<file path="src/hw/rtl/lp2sc_pkg.sv">
`timescale 1ns / 1ps
`default_nettype none

package lp2sc_pkg;

  typedef enum logic [1:0] {
    KIND_BYTE = 2'd0,
    KIND_OK   = 2'd1,
    KIND_ERR  = 2'd2
  } kind_t;

  typedef enum logic [2:0] {
    ERR_NONE           = 3'd0,
    ERR_CUT_LENGTH     = 3'd1,
    ERR_NAL_PAST_END   = 3'd2,
    ERR_NEG_SIZE       = 3'd3,
    ERR_RECORD_CUT     = 3'd4,
    ERR_STORE_OVERFLOW = 3'd5
  } err_t;

  // What one accepted request produces, in output order.
  typedef struct packed {
    logic put_en;
    logic ps_en;
    logic sc_en;
    logic sc_four;
    logic data_en;
    logic stat_en;
  } plan_t;

  typedef struct packed {
    logic accept;
    logic put_step;
    logic ps_emit;
    logic sc_emit;
    logic data_emit;
    logic stat_emit;
  } cmd_t;

  typedef struct packed {
    plan_t plan_next;
    plan_t plan;
    logic  out_free;
    logic  put_done;
    logic  ps_done;
    logic  sc_done;
  } stat_t;

endpackage

`default_nettype wire

</file>
<file path="src/hw/rtl/lp2sc_ctrl.sv">
`timescale 1ns / 1ps
`default_nettype none

module lp2sc_ctrl (
  input  wire                  clk,
  input  wire                  rst,
  input  wire                  s_tvalid,
  output logic                 s_tready,
  output lp2sc_pkg::cmd_t      cmd,
  input  lp2sc_pkg::stat_t     st
);

  typedef enum logic [6:0] {
    ST_IDLE = 7'b0000001,
    ST_PUT  = 7'b0000010,
    ST_PSRD = 7'b0000100,
    ST_PS   = 7'b0001000,
    ST_SC   = 7'b0010000,
    ST_DATA = 7'b0100000,
    ST_STAT = 7'b1000000
  } state_t;

  state_t state;
  state_t state_next;

  function automatic state_t after_data(input lp2sc_pkg::plan_t p);
    after_data = p.stat_en ? ST_STAT : ST_IDLE;
  endfunction

  function automatic state_t after_sc(input lp2sc_pkg::plan_t p);
    after_sc = p.data_en ? ST_DATA : after_data(p);
  endfunction

  function automatic state_t after_ps(input lp2sc_pkg::plan_t p);
    after_ps = p.sc_en ? ST_SC : after_sc(p);
  endfunction

  function automatic state_t first_step(input lp2sc_pkg::plan_t p);
    if (p.put_en) begin
      first_step = ST_PUT;
    end else if (p.ps_en) begin
      first_step = ST_PSRD;
    end else begin
      first_step = after_ps(p);
    end
  endfunction

  always_comb begin
    state_next = state;
    cmd        = '0;
    s_tready   = (state == ST_IDLE);
    case (state)
      ST_IDLE: begin
        if (s_tvalid) begin
          cmd.accept = 1'b1;
          state_next = first_step(st.plan_next);
        end
      end
      ST_PUT: begin
        cmd.put_step = 1'b1;
        if (st.put_done) begin
          state_next = after_ps(st.plan);
        end
      end
      ST_PSRD: begin
        state_next = ST_PS;
      end
      ST_PS: begin
        if (st.out_free) begin
          cmd.ps_emit = 1'b1;
          state_next  = st.ps_done ? after_ps(st.plan) : ST_PSRD;
        end
      end
      ST_SC: begin
        if (st.out_free) begin
          cmd.sc_emit = 1'b1;
          if (st.sc_done) begin
            state_next = after_sc(st.plan);
          end
        end
      end
      ST_DATA: begin
        if (st.out_free) begin
          cmd.data_emit = 1'b1;
          state_next    = after_data(st.plan);
        end
      end
      ST_STAT: begin
        if (st.out_free) begin
          cmd.stat_emit = 1'b1;
          state_next    = ST_IDLE;
        end
      end
      default: begin
        state_next = ST_IDLE;
      end
    endcase
  end

  always_ff @(posedge clk) begin
    if (rst) begin
      state <= ST_IDLE;
    end else begin
      state <= state_next;
    end
  end

endmodule

`default_nettype wire

</file>
<file path="src/hw/rtl/lp2sc_dpath.sv">
`timescale 1ns / 1ps
`default_nettype none

module lp2sc_dpath #(
  parameter int PS_BYTES = 48
) (
  input  wire               clk,
  input  wire               rst,
  input  lp2sc_pkg::cmd_t   cmd,
  output lp2sc_pkg::stat_t  st,
  input  wire  [7:0]        s_tdata,
  input  wire               s_tuser,
  input  wire               s_tlast,
  output logic              m_tvalid,
  input  wire               m_tready,
  output logic [15:0]       m_tdata,
  output logic [1:0]        m_tuser,
  output logic              m_tlast
);

  localparam int AW = $clog2(PS_BYTES);
  localparam int LW = $clog2(PS_BYTES + 1);

  typedef enum logic [2:0] {
    RP_HEADER    = 3'd0,
    RP_SPS_COUNT = 3'd1,
    RP_SIZE_HI   = 3'd2,
    RP_SIZE_LO   = 3'd3,
    RP_DATA      = 3'd4,
    RP_PPS_COUNT = 3'd5,
    RP_DONE      = 3'd6,
    RP_FAILED    = 3'd7
  } rphase_t;

  typedef enum logic [1:0] {
    PP_LENGTH = 2'd0,
    PP_HEAD   = 2'd1,
    PP_BODY   = 2'd2,
    PP_SPARE  = 2'd3
  } pphase_t;

  logic [LW-1:0]    len, len_next;
  rphase_t          rphase, rphase_next;
  logic [2:0]       ridx, ridx_next;
  logic [7:0]       units_left, units_left_next;
  logic [15:0]      ubl, ubl_next;
  logic             pps_read, pps_read_next;
  pphase_t          pphase, pphase_next;
  logic [1:0]       lbc, lbc_next;
  logic [31:0]      acc, acc_next;
  logic [30:0]      nbl, nbl_next;
  logic             first_nal, first_nal_next;
  logic             drop, drop_next;

  lp2sc_pkg::plan_t plan, plan_next;
  lp2sc_pkg::kind_t stat_kind, stat_kind_next;
  lp2sc_pkg::err_t  stat_err, stat_err_next;
  logic [7:0]       data_byte;
  logic [LW-1:0]    put_base, put_base_next;
  logic [1:0]       put_idx;
  logic [AW-1:0]    ps_idx;
  logic [1:0]       sc_idx;
  logic [7:0]       rd_data;
  logic [7:0]       mem [PS_BYTES];

  logic             rec_wr;
  logic             rec_err;
  logic             pkt_err;
  logic [15:0]      ubl_lo;
  logic [16:0]      fill_sum;
  logic [31:0]      acc_shift;

  logic             mem_we;
  logic [LW-1:0]    put_addr;
  logic [AW-1:0]    mem_addr;
  logic [7:0]       mem_wdata;
  logic [LW-1:0]    len_m1;

  logic [7:0]       o_byte;
  lp2sc_pkg::err_t  o_err;
  lp2sc_pkg::kind_t o_kind;

  function automatic rphase_t next_unit(input logic [7:0] left, input logic pps);
    if (left != 8'd0) begin
      next_unit = RP_SIZE_HI;
    end else if (!pps) begin
      next_unit = RP_PPS_COUNT;
    end else begin
      next_unit = RP_DONE;
    end
  endfunction

  always_comb begin
    len_next        = len;
    rphase_next     = rphase;
    ridx_next       = ridx;
    units_left_next = units_left;
    ubl_next        = ubl;
    pps_read_next   = pps_read;
    pphase_next     = pphase;
    lbc_next        = lbc;
    acc_next        = acc;
    nbl_next        = nbl;
    first_nal_next  = first_nal;
    drop_next       = drop;
    plan_next       = '0;
    stat_kind_next  = lp2sc_pkg::KIND_BYTE;
    stat_err_next   = lp2sc_pkg::ERR_NONE;
    put_base_next   = put_base;
    rec_wr          = 1'b0;
    rec_err         = 1'b0;
    pkt_err         = 1'b0;
    ubl_lo          = ubl | {8'h00, s_tdata};
    fill_sum        = 17'(len) + 17'd4 + 17'(ubl_lo);
    acc_shift       = {acc[23:0], s_tdata};

    if (s_tuser) begin
      case (rphase)
        RP_HEADER: begin
          if (ridx == 3'd0) begin
            len_next = '0;
          end
          if (ridx == 3'd4) begin
            ridx_next   = 3'd0;
            rphase_next = RP_SPS_COUNT;
          end else begin
            ridx_next = ridx + 3'd1;
          end
        end
        RP_SPS_COUNT: begin
          units_left_next = {3'b000, s_tdata[4:0]};
          rphase_next     = next_unit({3'b000, s_tdata[4:0]}, pps_read);
        end
        RP_PPS_COUNT: begin
          units_left_next = s_tdata;
          pps_read_next   = 1'b1;
          rphase_next     = next_unit(s_tdata, 1'b1);
        end
        RP_SIZE_HI: begin
          ubl_next    = {s_tdata, 8'h00};
          rphase_next = RP_SIZE_LO;
        end
        RP_SIZE_LO: begin
          ubl_next = ubl_lo;
          if (fill_sum > 17'(PS_BYTES)) begin
            rec_err = 1'b1;
          end else begin
            plan_next.put_en = 1'b1;
            put_base_next    = len;
            len_next         = len + LW'(4);
            if (ubl_lo == 16'd0) begin
              units_left_next = units_left - 8'd1;
              rphase_next     = next_unit(units_left - 8'd1, pps_read);
            end else begin
              rphase_next = RP_DATA;
            end
          end
        end
        RP_DATA: begin
          rec_wr   = 1'b1;
          len_next = len + LW'(1);
          ubl_next = ubl - 16'd1;
          if (ubl == 16'd1) begin
            units_left_next = units_left - 8'd1;
            rphase_next     = next_unit(units_left - 8'd1, pps_read);
          end
        end
        default: begin
        end
      endcase

      if (rec_err) begin
        len_next          = '0;
        rphase_next       = RP_FAILED;
        plan_next.stat_en = 1'b1;
        stat_kind_next    = lp2sc_pkg::KIND_ERR;
        stat_err_next     = lp2sc_pkg::ERR_STORE_OVERFLOW;
      end else if (s_tlast) begin
        if (rphase_next == RP_DONE) begin
          plan_next.stat_en = 1'b1;
          stat_kind_next    = lp2sc_pkg::KIND_OK;
        end else if (rphase_next != RP_FAILED) begin
          len_next          = '0;
          plan_next.stat_en = 1'b1;
          stat_kind_next    = lp2sc_pkg::KIND_ERR;
          stat_err_next     = lp2sc_pkg::ERR_RECORD_CUT;
        end
      end
      if (s_tlast) begin
        rphase_next     = RP_HEADER;
        ridx_next       = 3'd0;
        units_left_next = 8'd0;
        ubl_next        = 16'd0;
        pps_read_next   = 1'b0;
      end
    end else if (drop) begin
      if (s_tlast) begin
        pphase_next    = PP_LENGTH;
        lbc_next       = 2'd0;
        acc_next       = 32'd0;
        nbl_next       = 31'd0;
        first_nal_next = 1'b1;
        drop_next      = 1'b0;
      end
    end else begin
      case (pphase)
        PP_LENGTH: begin
          if (lbc == 2'd3) begin
            lbc_next = 2'd0;
            acc_next = 32'd0;
            if (acc_shift[31]) begin
              pkt_err = 1'b1;
            end else begin
              nbl_next = acc_shift[30:0];
              if (acc_shift[30:0] == 31'd0) begin
                plan_next.sc_en   = 1'b1;
                plan_next.sc_four = first_nal;
                first_nal_next    = 1'b0;
              end else begin
                pphase_next = PP_HEAD;
              end
            end
          end else begin
            lbc_next = lbc + 2'd1;
            acc_next = acc_shift;
          end
        end
        PP_HEAD: begin
          plan_next.ps_en   = (s_tdata[4:0] == 5'd5) && (len != '0);
          plan_next.sc_en   = 1'b1;
          plan_next.sc_four = first_nal;
          plan_next.data_en = 1'b1;
          first_nal_next    = 1'b0;
          nbl_next          = nbl - 31'd1;
          pphase_next       = (nbl == 31'd1) ? PP_LENGTH : PP_BODY;
        end
        PP_BODY: begin
          plan_next.data_en = 1'b1;
          nbl_next          = nbl - 31'd1;
          if (nbl == 31'd1) begin
            pphase_next = PP_LENGTH;
          end
        end
        default: begin
          pphase_next = PP_LENGTH;
        end
      endcase

      if (pkt_err) begin
        drop_next         = 1'b1;
        plan_next.stat_en = 1'b1;
        stat_kind_next    = lp2sc_pkg::KIND_ERR;
        stat_err_next     = lp2sc_pkg::ERR_NEG_SIZE;
      end else if (s_tlast) begin
        plan_next.stat_en = 1'b1;
        if (pphase_next == PP_LENGTH && lbc_next == 2'd0) begin
          stat_kind_next = lp2sc_pkg::KIND_OK;
        end else if (pphase_next == PP_LENGTH) begin
          stat_kind_next = lp2sc_pkg::KIND_ERR;
          stat_err_next  = lp2sc_pkg::ERR_CUT_LENGTH;
        end else begin
          stat_kind_next = lp2sc_pkg::KIND_ERR;
          stat_err_next  = lp2sc_pkg::ERR_NAL_PAST_END;
        end
      end
      if (s_tlast) begin
        pphase_next    = PP_LENGTH;
        lbc_next       = 2'd0;
        acc_next       = 32'd0;
        nbl_next       = 31'd0;
        first_nal_next = 1'b1;
        drop_next      = 1'b0;
      end
    end
  end

  always_ff @(posedge clk) begin
    if (rst) begin
      len        <= '0;
      rphase     <= RP_HEADER;
      ridx       <= 3'd0;
      units_left <= 8'd0;
      ubl        <= 16'd0;
      pps_read   <= 1'b0;
      pphase     <= PP_LENGTH;
      lbc        <= 2'd0;
      acc        <= 32'd0;
      nbl        <= 31'd0;
      first_nal  <= 1'b1;
      drop       <= 1'b0;
      plan       <= '0;
      put_idx    <= 2'd0;
      ps_idx     <= '0;
      sc_idx     <= 2'd0;
    end else if (cmd.accept) begin
      len        <= len_next;
      rphase     <= rphase_next;
      ridx       <= ridx_next;
      units_left <= units_left_next;
      ubl        <= ubl_next;
      pps_read   <= pps_read_next;
      pphase     <= pphase_next;
      lbc        <= lbc_next;
      acc        <= acc_next;
      nbl        <= nbl_next;
      first_nal  <= first_nal_next;
      drop       <= drop_next;
      plan       <= plan_next;
      put_idx    <= 2'd0;
      ps_idx     <= '0;
      sc_idx     <= 2'd0;
    end else begin
      if (cmd.put_step) begin
        put_idx <= put_idx + 2'd1;
      end
      if (cmd.ps_emit) begin
        ps_idx <= ps_idx + AW'(1);
      end
      if (cmd.sc_emit) begin
        sc_idx <= sc_idx + 2'd1;
      end
    end
  end

  always_ff @(posedge clk) begin
    if (cmd.accept) begin
      stat_kind <= stat_kind_next;
      stat_err  <= stat_err_next;
      data_byte <= s_tdata;
      put_base  <= put_base_next;
    end
  end

  // The start code in front of each stored unit is written one byte a cycle.
  assign put_addr  = put_base + {{(LW-2){1'b0}}, put_idx};
  assign mem_we    = cmd.put_step || (cmd.accept && rec_wr);
  assign mem_addr  = cmd.put_step ? put_addr[AW-1:0] : len[AW-1:0];
  assign mem_wdata = cmd.put_step ? ((put_idx == 2'd3) ? 8'h01 : 8'h00) : s_tdata;

  always_ff @(posedge clk) begin
    if (mem_we) begin
      mem[mem_addr] <= mem_wdata;
    end
    rd_data <= mem[ps_idx];
  end

  assign len_m1 = len - LW'(1);

  assign st.plan_next = plan_next;
  assign st.plan      = plan;
  assign st.out_free  = !m_tvalid || m_tready;
  assign st.put_done  = (put_idx == 2'd3);
  assign st.ps_done   = (LW'(ps_idx) == len_m1);
  assign st.sc_done   = (sc_idx == (plan.sc_four ? 2'd3 : 2'd2));

  always_ff @(posedge clk) begin
    if (rst) begin
      m_tvalid <= 1'b0;
    end else if (cmd.ps_emit || cmd.sc_emit || cmd.data_emit || cmd.stat_emit) begin
      m_tvalid <= 1'b1;
    end else if (m_tready) begin
      m_tvalid <= 1'b0;
    end
  end

  always_ff @(posedge clk) begin
    if (cmd.ps_emit) begin
      o_byte  <= rd_data;
      o_kind  <= lp2sc_pkg::KIND_BYTE;
      o_err   <= lp2sc_pkg::ERR_NONE;
      m_tlast <= 1'b0;
    end else if (cmd.sc_emit) begin
      o_byte  <= st.sc_done ? 8'h01 : 8'h00;
      o_kind  <= lp2sc_pkg::KIND_BYTE;
      o_err   <= lp2sc_pkg::ERR_NONE;
      m_tlast <= st.sc_done && !plan.data_en && !plan.stat_en;
    end else if (cmd.data_emit) begin
      o_byte  <= data_byte;
      o_kind  <= lp2sc_pkg::KIND_BYTE;
      o_err   <= lp2sc_pkg::ERR_NONE;
      m_tlast <= !plan.stat_en;
    end else if (cmd.stat_emit) begin
      o_byte  <= 8'h00;
      o_kind  <= stat_kind;
      o_err   <= stat_err;
      m_tlast <= 1'b1;
    end
  end

  assign m_tdata = {5'b00000, o_err, o_byte};
  assign m_tuser = o_kind;

endmodule

`default_nettype wire

</file>
<file path="src/hw/rtl/h264_length_prefix_to_start_code.sv">
// A byte that produces no result is taken while idle; ready stays high.
// A stream byte is taken in the request cycle and sent from the data state.
// Start codes add three or four bytes, stored parameter sets a read and an
// emit state per byte (registered store read), a size byte four store writes.
// Reset is synchronous: parsing state clears, the store reads as empty, and
// the store contents are not cleared.
`timescale 1ns / 1ps
`default_nettype none

module h264_length_prefix_to_start_code #(
  parameter int PS_BYTES = 48
) (
  input  wire         clk,
  input  wire         rst,
  input  wire         s_tvalid,
  output logic        s_tready,
  input  wire  [7:0]  s_tdata,   // [7:0] in_byte
  input  wire         s_tuser,   // [0] action
  input  wire         s_tlast,
  output logic        m_tvalid,
  input  wire         m_tready,
  output logic [15:0] m_tdata,   // [7:0] out_byte, [10:8] error_code, [15:11] zero
  output logic [1:0]  m_tuser,   // [1:0] kind
  output logic        m_tlast
);

  lp2sc_pkg::cmd_t  cmd;
  lp2sc_pkg::stat_t st;

  lp2sc_ctrl u_ctrl (
    .clk      (clk),
    .rst      (rst),
    .s_tvalid (s_tvalid),
    .s_tready (s_tready),
    .cmd      (cmd),
    .st       (st)
  );

  lp2sc_dpath #(
    .PS_BYTES (PS_BYTES)
  ) u_dpath (
    .clk      (clk),
    .rst      (rst),
    .cmd      (cmd),
    .st       (st),
    .s_tdata  (s_tdata),
    .s_tuser  (s_tuser),
    .s_tlast  (s_tlast),
    .m_tvalid (m_tvalid),
    .m_tready (m_tready),
    .m_tdata  (m_tdata),
    .m_tuser  (m_tuser),
    .m_tlast  (m_tlast)
  );

endmodule

`default_nettype wire

</file>
<file path="config.mk">
export PLATFORM = sky130hd
export DESIGN_NAME = h264_length_prefix_to_start_code
export DESIGN_NICKNAME = d
export VERILOG_FILES = /design/src/hw/rtl/lp2sc_pkg.sv /design/src/hw/rtl/lp2sc_ctrl.sv /design/src/hw/rtl/lp2sc_dpath.sv /design/src/hw/rtl/h264_length_prefix_to_start_code.sv
export SDC_FILE = /design/constraint.sdc
export NUM_CORES = 1
export LEC_CHECK = 0
export BUFFER_PORTS_ARGS = -buffer_cell sky130_fd_sc_hd__buf_2
export CAP_MARGIN = 40
export CELL_PAD_IN_SITES_DETAIL_PLACEMENT = 1
export CELL_PAD_IN_SITES_GLOBAL_PLACEMENT = 2
export CORE_ASPECT_RATIO = 0.6
export CORE_UTILIZATION = 49
export DETAILED_ROUTE_END_ITERATION = 8
export PLACE_DENSITY = 0.82
export RECOVER_POWER = 100
export SLEW_MARGIN = 20
export SYNTH_ARGS = -nofsm -noshare
export SYNTH_HDL_FRONTEND = slang
export SYNTH_HIERARCHICAL = 1
export SYNTH_SLANG_ARGS = --single-unit
</file>
<file path="constraint.sdc">
create_clock -name clk -period 8.59 [get_ports clk]
set_input_delay 0.859 -clock clk [delete_from_list [all_inputs] [get_ports clk]]
set_output_delay 0.859 -clock clk [all_outputs]
set_load 0.02 [all_outputs]
</file>
==> run_results.csv, run 1 <==
group,metric,value,unit
floorplan,initial_utilization,0.499,
timing,max_freq,156,MHz
worst_setup_path,critical_path.cell_chain,"clkbuf_1, or2_2, ha_1, ha_1, fa_1, a21o_1, a221oi_1, a21oi_2, a211o_1, nor4b_1, nand2_2, a32oi_1, nand2_1, nand2b_1, a21o_1, a31oi_1",
floorplan,row_count,63,
timing,slew_headroom,-0.309,
global_route,pin_count_of_the_biggest_net_entering_global_routing,53,
layout,drive_above_1_share,0.132,
power,finalPower,5.71,mW
yosys,syn-cell-area,24800,sq um
timing,fin_skew,0.0257,ns
worst_setup_path,path_class,"in2reg",
placed_design,place_ws,3.34,ns
worst_setup_path,critical_path_arrival,6.89,ns
global_route,antenna_found_initial,3,
worst_setup_path,r2r.worst_path.cells,15,
yosys,synth_area_per_cell,12.9,sq um
global_route,grt_first_pass_wirelength,107000,um
routing,detail-route-antenna-nets,0,
layout,fin_util,0.551,
flow_run,timing.max_cap.violations,10,
timing,timing_hold_violations_final,0,
cts,clk_pin_slew_worst_paths,0.06,ns
worst_setup_path,critPathSlowestCell,"sky130_fd_sc_hd__nor4b_1",
hold_path,class_of_the_most_critical_hold_timing_path,"reg2reg",
timing,post-route-worst-setup-slack,2.19,ns
hold_path,hp-start,"u_dpath/nbl[23]",
cts,cts.sinks,545,
timing,tightestPinTransition,1.94,ns
floorplan,fp.coreArea,49700,sq um
placed_design,post-dp-hpwl,48900,um
layout,area_taken_by_flip_flops_and_latches,15000,sq um
cts,clock_tree_from_tritoncts,"yes",
power,cellPowerDensity,209,nW/um^2
routing,dr_total_vias,16900,
worst_setup_path,setup.worst_path.end,"u_ctrl/state[0]",
routing,drt_iter0_drc,1738,
worst_setup_path,rrSetupSlack,2.38,ns
floorplan,dieWidth,292,um
run_status,status,"finished with violations",
floorplan,fp.dieH,176,um
cts,cts.path.max_buffers,3,
timing,setup-violations-final,0,
cts,cts-hold-fix-buffers,0,
yosys,post_synth_inst_count,1919,
routing,dr_vias_cell,6.38,
placed_design,portBuffers,29,
worst_setup_path,timing.critical_path.slowest_cell_delay,1.55,ns
yosys,yosys_warnings,6,
global_route,overflow_after_grt,0,
worst_setup_path,worstReg2RegStart,"u_dpath/len[2]",
cts,cts_max_level,2,
power,irDropWorstVdd,0.142,mV
routing,drt-wirelength-per-cell,27.1,um
global_route,grt_pass1_vias,16400,
timing,slew_violations,230,
layout,multi_input_comb_area,9080,sq um
placed_design,place.gp.congestion,0.854,
timing,worst_hold_margin,0.474,ns
routing,dr.pass1.iters,7,
run_status,violations_in_the_final_reports,"max-capacitance violations, max-slew violations",
worst_setup_path,stages_on_the_worst_setup_path,16,
timing,timing.setup.tns,0,ns
worst_setup_path,critical_path.max_fanout,13,
timing,post-route-period-util,0.745,
worst_setup_path,crit_path_end_kind,"register",
floorplan,ios,35,
worst_setup_path,worst_r2r_endpoint,"u_ctrl/state[0]",
routing,detail_route.drc_violations,0,
timing,rsz0062_at_grt,"no",
cts,cts_made_buffers,51,
global_route,grt_usage,0.279,
cts,post-cts-setup-buffer-count,0,
worst_setup_path,critical-path-top-delay-family,"simple AND/OR/NAND/NOR gates",
layout,area_growth,10.3,%
worst_setup_path,cp.buffers_inverters,1,
cts,worst_skew_pair_latency,0.58,ns
worst_setup_path,worst_setup_path_startpoint,"s_tdata[0]",
cts,clock-root-buffer,"sky130_fd_sc_hd__clkbuf_16",
worst_setup_path,start_kind,"input port",
floorplan,dieArea,51500,sq um
routing,finalWirelength,71900,um
layout,final_nets,2004,
timing,post-route-min-period,6.40,ns
power,leakage,8.67,nW
layout,fillers,4930,
cts,cts_resized,0,
worst_setup_path,cp.required,9.08,ns
-- registers in the layout, summed over array words and instances (netlist names), 8 cells and up --
signal	flops
u_dpath/acc	24
u_dpath/data_byte	8
u_dpath/mem	384
u_dpath/nbl	31
u_dpath/o_byte	8
u_dpath/rd_data	8
u_dpath/ubl	16
u_dpath/units_left	8
-- worst register-to-register path, stage by stage (launching register included) --
cell	delay, ns
sky130_fd_sc_hd__dfxtp_1	0.61
sky130_fd_sc_hd__inv_1	0.24
sky130_fd_sc_hd__ha_1	0.34
sky130_fd_sc_hd__inv_1	0.07
sky130_fd_sc_hd__fa_1	0.46
sky130_fd_sc_hd__a21o_1	0.24
sky130_fd_sc_hd__a221oi_1	0.76
sky130_fd_sc_hd__a21oi_2	0.04
sky130_fd_sc_hd__a211o_1	0.29
sky130_fd_sc_hd__nor4b_1	1.55
sky130_fd_sc_hd__nand2_2	0.40
sky130_fd_sc_hd__a32oi_1	0.42
sky130_fd_sc_hd__nand2_1	0.16
sky130_fd_sc_hd__nand2b_1	0.19
sky130_fd_sc_hd__a21o_1	0.20
sky130_fd_sc_hd__a31oi_1	0.15
-- area by class of cell --
type / instances / share of cell area
inverter: 37 / 0.00508
clock inverter: 26 / 0.0112
clock buffer: 68 / 0.0515
multi-input combinational: 1211 / 0.332
sequential: 545 / 0.549
timing repair buffer: 108 / 0.0211
tap: 650 / 0.0297
antenna: 3 / 0.000274
-- power breakdown --
part | internal [mW] | switching (mW) | leakage, nW
Clock | 1.34 | 0.999 | 0.824
Combinational | 0.116 | 0.322 | 3.06
Sequential | 2.88 | 0.0518 | 4.78
Total | 4.33 | 1.37 | 8.67
-- per-layer routing --
layer	routed length (um)	vias up	global-route usage
met1	34800	8797	0.451
met5	0	-	0
met2	30100	643	0.390
li1	-	7393	-
met4	900	0	0.0441
met3	6080	65	0.0577
-- cell usage in the layout, fill, tap and decap left out, types with 29 or more instances in the layout --
master	count
sky130_fd_sc_hd__nor3_1	50
sky130_fd_sc_hd__o21ai_0	107
sky130_fd_sc_hd__clkbuf_1	90
sky130_fd_sc_hd__nand3_1	55
sky130_fd_sc_hd__nor2_1	180
sky130_fd_sc_hd__ha_1	34
sky130_fd_sc_hd__edfxtp_1	411
sky130_fd_sc_hd__a21oi_1	131
sky130_fd_sc_hd__nor2b_1	29
sky130_fd_sc_hd__nand2_1	155
sky130_fd_sc_hd__inv_1	36
sky130_fd_sc_hd__mux4_2	120
sky130_fd_sc_hd__dfxtp_1	132
sky130_fd_sc_hd__clkbuf_16	51
-- per-stage QoR --
step | instances | area, sq um
finish | 2648 | 27400
global route | 2645 | 27400
CTS | 2608 | 27600
detailed placement | 2514 | 25800
global placement | 2492 | 25500
floorplan | 1923 | 24800
-- how the worst min path moves through the flow --
stage | depth (start not counted) | to | slack, ns
2_1_floorplan | 0 | u_dpath/put_base[2] | 0.43
3_3_place_gp | 2 | u_dpath/nbl[14] | 0.46
3_5_place_dp | 2 | u_dpath/acc[22] | 0.47
4_1_cts | 2 | u_dpath/nbl[23] | 0.48
5_1_grt | 1 | u_dpath/first_nal | 0.49
6_report | 2 | u_dpath/nbl[23] | 0.47
No activity file was read; power rests on OpenSTA's default activity.
==> inputs of run 2 (changes only) <==
--- a/config.mk
+++ b/config.mk
@@ -5,14 +5,15 @@
 export SDC_FILE = /design/constraint.sdc
 export NUM_CORES = 1
 export LEC_CHECK = 0
+export ABC_AREA = 1
 export BUFFER_PORTS_ARGS = -buffer_cell sky130_fd_sc_hd__buf_2
 export CAP_MARGIN = 40
 export CELL_PAD_IN_SITES_DETAIL_PLACEMENT = 1
 export CELL_PAD_IN_SITES_GLOBAL_PLACEMENT = 2
 export CORE_ASPECT_RATIO = 0.6
-export CORE_UTILIZATION = 49
+export CORE_UTILIZATION = 41
 export DETAILED_ROUTE_END_ITERATION = 8
-export PLACE_DENSITY = 0.82
+export PLACE_DENSITY = 0.76
 export RECOVER_POWER = 100
 export SLEW_MARGIN = 20
 export SYNTH_ARGS = -nofsm -noshare
==> constraint.sdc (replaced) <==
create_clock -name clk -period 6.4 [get_ports clk]
set_input_delay 0.64 -clock clk [delete_from_list [all_inputs] [get_ports clk]]
set_output_delay 0.64 -clock clk [all_outputs]
set_load 0.02 [all_outputs]
==> run_results.csv, run 2 <==
group,metric,value,unit
worst_setup_path,worst_setup_path_startpoint,"u_ctrl/state[6]",
routing,dr_vias_cell,5.69,
layout,final_nets,2732,
hold_path,hp-start,"s_tvalid",
timing,post-route-worst-setup-slack,1.52,ns
hold_path,class_of_the_most_critical_hold_timing_path,"in2reg",
routing,dr_total_vias,20200,
power,cellPowerDensity,268,nW/um^2
yosys,post_synth_inst_count,2645,
global_route,grt_pass1_vias,19700,
layout,layout_commonest_cell,"sky130_fd_sc_hd__nand2_1",
power,cell_internal_power_dissipation,5.61,mW
run_status,status,"finished with violations",
routing,finalWirelength,87000,um
worst_setup_path,rrSetupSlack,1.52,ns
cts,cts.sinks,545,
floorplan,fp.dieH,194,um
timing,post-route-min-period,4.88,ns
worst_setup_path,worst_r2r_endpoint,"u_dpath/acc[16]",
cts,cts_made_buffers,53,
floorplan,dieWidth,323,um
routing,drt-wirelength-per-cell,24.5,um
flow_run,timing.max_cap.violations,8,
global_route,antenna_found_initial,2,
global_route,grt_usage,0.277,
floorplan,ios,35,
layout,largest_register_ff_count,384,
worst_setup_path,worstReg2RegStart,"u_ctrl/state[6]",
timing,slew_headroom,-0.834,
placed_design,place.gp.congestion,0.901,
cts,post-cts-setup-buffer-count,0,
layout,most-common-layout-cells,"421 x sky130_fd_sc_hd__nand2_1, 411 x sky130_fd_sc_hd__edfxtp_1, 402 x sky130_fd_sc_hd__nor2_1",
power,sw_frac_of_total,0.252,
layout,drive_above_1_share,0.0614,
cts,cts-hold-fix-buffers,0,
power,comb_power_share,0.073,
yosys,yosys_warnings,6,
timing,slew_violations,349,
floorplan,fp.coreArea,61000,sq um
global_route,pin_count_of_the_biggest_net_entering_global_routing,75,
worst_setup_path,crit_path_end_kind,"register",
power,p_clk_frac,0.406,
power,irDropWorstVdd,0.216,mV
timing,timing_hold_violations_final,0,
floorplan,dieArea,62800,sq um
power,seq_power_share,0.520,
layout,fillers,6947,
cts,worst_skew_pair_latency,0.65,ns
timing,max_freq,205,MHz
layout,antenna-diode-count,0,
yosys,synth_area_per_cell,9.57,sq um
power,leakage,9.73,nW
placed_design,portBuffers,29,
timing,tightestPinTransition,2.75,ns
layout,reg.largest.list,"u_dpath/mem (384), u_dpath/nbl (31), u_dpath/acc (24)",
power,net_switching_component_of_the_power,1.89,mW
timing,fin_skew,0.0180,ns
routing,drt_iter0_drc,2066,
cts,cts.path.max_buffers,3,
timing,setup-violations-final,0,
routing,dr.pass1.iters,5,
routing,detail_route.drc_violations,0,
worst_setup_path,critical_path.max_fanout,23,
timing,post-route-period-util,0.763,
yosys,syn-cell-area,25300,sq um
cts,clock-root-buffer,"sky130_fd_sc_hd__clkbuf_16",
routing,detail-route-antenna-nets,0,
worst_setup_path,cp.required,6.90,ns
timing,timing.setup.tns,0,ns
global_route,grt_first_pass_wirelength,129000,um
worst_setup_path,setup.worst_path.end,"u_dpath/acc[16]",
floorplan,initial_utilization,0.415,
worst_setup_path,r2r.worst_path.cells,15,
timing,rsz0062_at_grt,"no",
cts,clock_tree_from_tritoncts,"yes",
worst_setup_path,start_kind,"register",
cts,cts_resized,0,
placed_design,place_ws,2.13,ns
layout,largest_reg_by_ff_count,"u_dpath/mem",
global_route,overflow_after_grt,0,
floorplan,row_count,70,
run_status,violations_in_the_final_reports,"max-capacitance violations, max-slew violations",
worst_setup_path,path_class,"reg2reg",
worst_setup_path,critical_path_arrival,5.38,ns
cts,clk_pin_slew_worst_paths,0.06,ns
layout,area_growth,10.4,%
placed_design,post-dp-hpwl,60000,um
cts,cts_max_level,2,
[run 2: cell count changes in the layout (fill, tap and decap cells not counted), moves of 23 or more]
cell / delta
sky130_fd_sc_hd__a21oi_1: +23
sky130_fd_sc_hd__inv_1: +140
sky130_fd_sc_hd__mux4_2: -120
sky130_fd_sc_hd__nand2_1: +266
sky130_fd_sc_hd__nand3_1: +92
sky130_fd_sc_hd__nor2_1: +222
sky130_fd_sc_hd__nor2b_1: -29
sky130_fd_sc_hd__o211ai_1: +30
sky130_fd_sc_hd__o21ai_0: +153
sky130_fd_sc_hd__o221ai_1: +40
sky130_fd_sc_hd__o22ai_1: +58
[run 2: metrics by stage]
stage	std cells	area, sq um	total power [mW]	hold WS [ns]	utilization
CTS	3531	28200	7.57	0.286	0.462
detailed placement	3436	26600	4.54	0.468	0.436
floorplan	2649	25300	4.31	0.435	-
global route	3550	28000	7.73	0.346	0.459
global placement	3413	26300	4.52	0.454	0.432
finish	3550	28000	7.50	0.341	0.459
[run 2: worst min path at each step]
stage | end | slack, ns | depth (start not counted)
floorplan | u_dpath/put_base[4] | 0.43 | 0
global placement | u_dpath/sc_idx[1] | 0.45 | 2
global route | u_ctrl/state[0] | 0.35 | 4
finish | u_ctrl/state[0] | 0.34 | 4
detailed placement | u_dpath/sc_idx[1] | 0.47 | 2
CTS | u_dpath/data_byte[3] | 0.29 | 1
[run 2: area by class of cell]
cell class | count | area (sq um) | share of cell area
repair buffers | 104 | 554 | 0.0198
multi-input cells | 1776 | 8950 | 0.320
clock buffers | 71 | 1400 | 0.0502
flip-flops and latches | 545 | 15000 | 0.538
well taps | 828 | 1040 | 0.0371
clock inverters | 24 | 210 | 0.00752
inverters | 202 | 763 | 0.0273
[run 2: worst max-delay path, cell delays in order (launching register included)]
cell                       delay [ns]
sky130_fd_sc_hd__dfxtp_1         0.33
sky130_fd_sc_hd__inv_1           0.10
sky130_fd_sc_hd__nand2_1         0.06
sky130_fd_sc_hd__nor2_1          0.21
sky130_fd_sc_hd__nand2_1         0.18
sky130_fd_sc_hd__nor2_1          0.12
sky130_fd_sc_hd__clkbuf_1        0.84
sky130_fd_sc_hd__inv_1           0.15
sky130_fd_sc_hd__nor2_1          0.28
sky130_fd_sc_hd__o21ai_0         0.40
sky130_fd_sc_hd__nor2_1          0.20
sky130_fd_sc_hd__clkbuf_1        0.84
sky130_fd_sc_hd__inv_1           0.45
sky130_fd_sc_hd__buf_8           0.29
sky130_fd_sc_hd__a21oi_1         0.18
sky130_fd_sc_hd__a211oi_1        0.06
[run 2: power groups by stage]
stage	clock (mW)	combinational [mW]	sequential, mW
3_3_place_gp	0	0.545	3.97
3_5_place_dp	0	0.563	3.98
2_1_floorplan	0	0.326	3.99
6_report	3.05	0.550	3.90
5_1_grt	3.23	0.597	3.91
4_1_cts	3.11	0.565	3.90
[run 2: layer usage]
metal	GRT usage	vias to the layer above	wire length, um
li1	-	9357	-
met1	0.466	10100	45800
met2	0.344	628	32600
met3	0.0702	80	7510
met4	0.0528	0	1170
met5	0	-	0
==> inputs of run 3 (changes only) <==
--- a/config.mk
+++ b/config.mk
@@ -11,9 +11,9 @@
 export CELL_PAD_IN_SITES_DETAIL_PLACEMENT = 1
 export CELL_PAD_IN_SITES_GLOBAL_PLACEMENT = 2
 export CORE_ASPECT_RATIO = 0.6
-export CORE_UTILIZATION = 41
+export CORE_UTILIZATION = 37
 export DETAILED_ROUTE_END_ITERATION = 8
-export PLACE_DENSITY = 0.76
+export PLACE_DENSITY = 0.73
 export RECOVER_POWER = 100
 export SLEW_MARGIN = 20
 export SYNTH_ARGS = -nofsm -noshare
==> constraint.sdc (replaced) <==
create_clock -name clk -period 4.35 [get_ports clk]
set_input_delay 0.435 -clock clk [delete_from_list [all_inputs] [get_ports clk]]
set_output_delay 0.435 -clock clk [all_outputs]
set_load 0.02 [all_outputs]
==> run_results.csv, run 3 (synthesis results as in run 2) <==
group,metric,value,unit
timing,slew_violations,171,
timing,setup-violations-final,0,
worst_setup_path,crit_path_end_kind,"register",
worst_setup_path,start_kind,"register",
layout,largest_reg_by_ff_count,"u_dpath/mem",
routing,dr_total_vias,20500,
run_status,violations_in_the_final_reports,"max-capacitance violations, max-slew violations",
cts,cts_max_level,2,
timing,timing.setup.tns,0,ns
timing,fin_skew,0.0272,ns
routing,dr.pass1.iters,5,
floorplan,dieArea,69500,sq um
floorplan,ios,35,
cts,cts.sinks,545,
power,finalPower,11.5,mW
routing,dr_vias_cell,5.61,
cts,post-cts-setup-buffer-count,0,
layout,area_growth,12.1,%
power,leakage,9.90,nW
routing,drt-wirelength-per-cell,24.4,um
floorplan,row_count,73,
worst_setup_path,cp.required,4.83,ns
placed_design,detailed_place.area,26900,sq um
layout,layout_commonest_cell,"sky130_fd_sc_hd__nand2_1",
layout,largest_register_ff_count,384,
floorplan,fp.coreArea,67000,sq um
run_status,status,"finished with violations",
placed_design,post-dp-hpwl,62600,um
timing,max_freq,254,MHz
timing,tightestPinTransition,2.25,ns
worst_setup_path,path_class,"reg2reg",
routing,detail_route.drc_violations,0,
placed_design,portBuffers,29,
layout,drive_above_1_share,0.0728,
global_route,grt_pass1_vias,20000,
hold_path,class_of_the_most_critical_hold_timing_path,"in2reg",
routing,drt_iter0_drc,1923,
placed_design,place.gp.congestion,0.904,
global_route,overflow_after_grt,0,
timing,post-route-min-period,3.94,ns
flow_run,timing.max_cap.violations,5,
layout,antenna-diode-count,0,
layout,final_instance_area,28400,sq um
layout,final_nets,2754,
cts,clk_pin_slew_worst_paths,0.07,ns
global_route,pin_count_of_the_biggest_net_entering_global_routing,76,
routing,finalWirelength,89000,um
timing,slew_headroom,-0.497,
cts,cts-hold-fix-buffers,0,
cts,cts.path.max_buffers,3,
cts,worst_skew_pair_latency,0.65,ns
power,irDropWorstVdd,0.300,mV
floorplan,fp.dieH,205,um
timing,post-route-period-util,0.907,
global_route,grt_usage,0.254,
layout,reg.largest.list,"u_dpath/mem (384), u_dpath/nbl (31), u_dpath/acc (24)",
floorplan,dieWidth,340,um
floorplan,initial_utilization,0.378,
cts,clock_tree_from_tritoncts,"yes",
cts,clock-root-buffer,"sky130_fd_sc_hd__clkbuf_16",
power,cellPowerDensity,406,nW/um^2
worst_setup_path,critical_path_arrival,4.42,ns
routing,detail-route-antenna-nets,0,
timing,timing_hold_violations_final,0,
worst_setup_path,critical_path.max_fanout,15,
layout,most-common-layout-cells,"415 x sky130_fd_sc_hd__nand2_1, 411 x sky130_fd_sc_hd__edfxtp_1, 404 x sky130_fd_sc_hd__nor2_1",
timing,rsz0062_at_grt,"no",
cts,cts_resized,0,
global_route,antenna_found_initial,2,
cts,cts_made_buffers,54,
global_route,grt_first_pass_wirelength,132000,um
run 3: cell types whose count changed in the layout (fill, tap and decap cells not counted), moves of 4 or more:
cell | previous run | this run
sky130_fd_sc_hd__clkinv_1 | 17 | 13
sky130_fd_sc_hd__clkbuf_1 | 87 | 97
sky130_fd_sc_hd__clkinvlp_4 | 0 | 6
sky130_fd_sc_hd__bufinv_16 | 2 | 7
sky130_fd_sc_hd__o21ai_0 | 260 | 256
sky130_fd_sc_hd__nand2_1 | 421 | 415
sky130_fd_sc_hd__nand2_4 | 3 | 7
run 3: metrics by stage:
step	std cells	setup WS (ns)	util	hold WS, ns
finish	3649	0.406	0.424	0.137
global route	3649	0.126	0.424	0.129
CTS	3640	0.524	0.430	0.0755
detailed placement	3539	0.375	0.402	0.460
global placement	3528	0.515	0.400	0.447
floorplan	2649	0.785	-	0.435
run 3: critical path, cell delays in order, from the launching register on:
cell                       delay (ns)
sky130_fd_sc_hd__dfxtp_1         0.60
sky130_fd_sc_hd__ha_1            0.32
sky130_fd_sc_hd__ha_1            0.24
sky130_fd_sc_hd__fa_1            0.45
sky130_fd_sc_hd__nand2_1         0.12
sky130_fd_sc_hd__nand3_1         0.23
sky130_fd_sc_hd__nand3b_1        0.19
sky130_fd_sc_hd__nand2_1         0.07
sky130_fd_sc_hd__inv_1           0.06
sky130_fd_sc_hd__nand3_2         0.12
sky130_fd_sc_hd__nor2_8          0.17
sky130_fd_sc_hd__nand3_1         0.10
sky130_fd_sc_hd__nand2_2         0.07
sky130_fd_sc_hd__nand2_1         0.50
sky130_fd_sc_hd__o21ai_0         0.46
sky130_fd_sc_hd__a21oi_1         0.07
run 3: power by group:
group | internal, mW | switching [mW] | leakage [nW]
registers | 5.67 | 0.0636 | 4.78
logic | 0.199 | 0.623 | 4.23
clock network | 2.76 | 2.21 | 0.885
run 3: worst paths after layout:
path                startpoint                     to  slack, ns  cells after the start
max             u_dpath/len[1]  u_dpath/units_left[2]       0.41                     15
min                   s_tvalid        u_ctrl/state[0]       0.14                      4
max reg2reg     u_dpath/len[1]  u_dpath/units_left[2]       0.41                     15
min reg2reg  u_dpath/sc_idx[1]      u_dpath/sc_idx[1]       0.47                      2
run 3: final cells by class:
cell class | instances | area (sq um)
inverter | 202 | 761
sequential | 545 | 15000
clock inverter | 37 | 430
tap | 900 | 1130
clock buffer | 64 | 1410
timing repair buffer | 125 | 619
multi-input combinational | 1776 | 9020
fill | 7631 | 38600
run 3: per-layer routing:
layer  track usage  wire (um)
met4        0.0499       1460
met1         0.414      46800
met5             0          0
met2         0.330      33100
met3        0.0615       7580
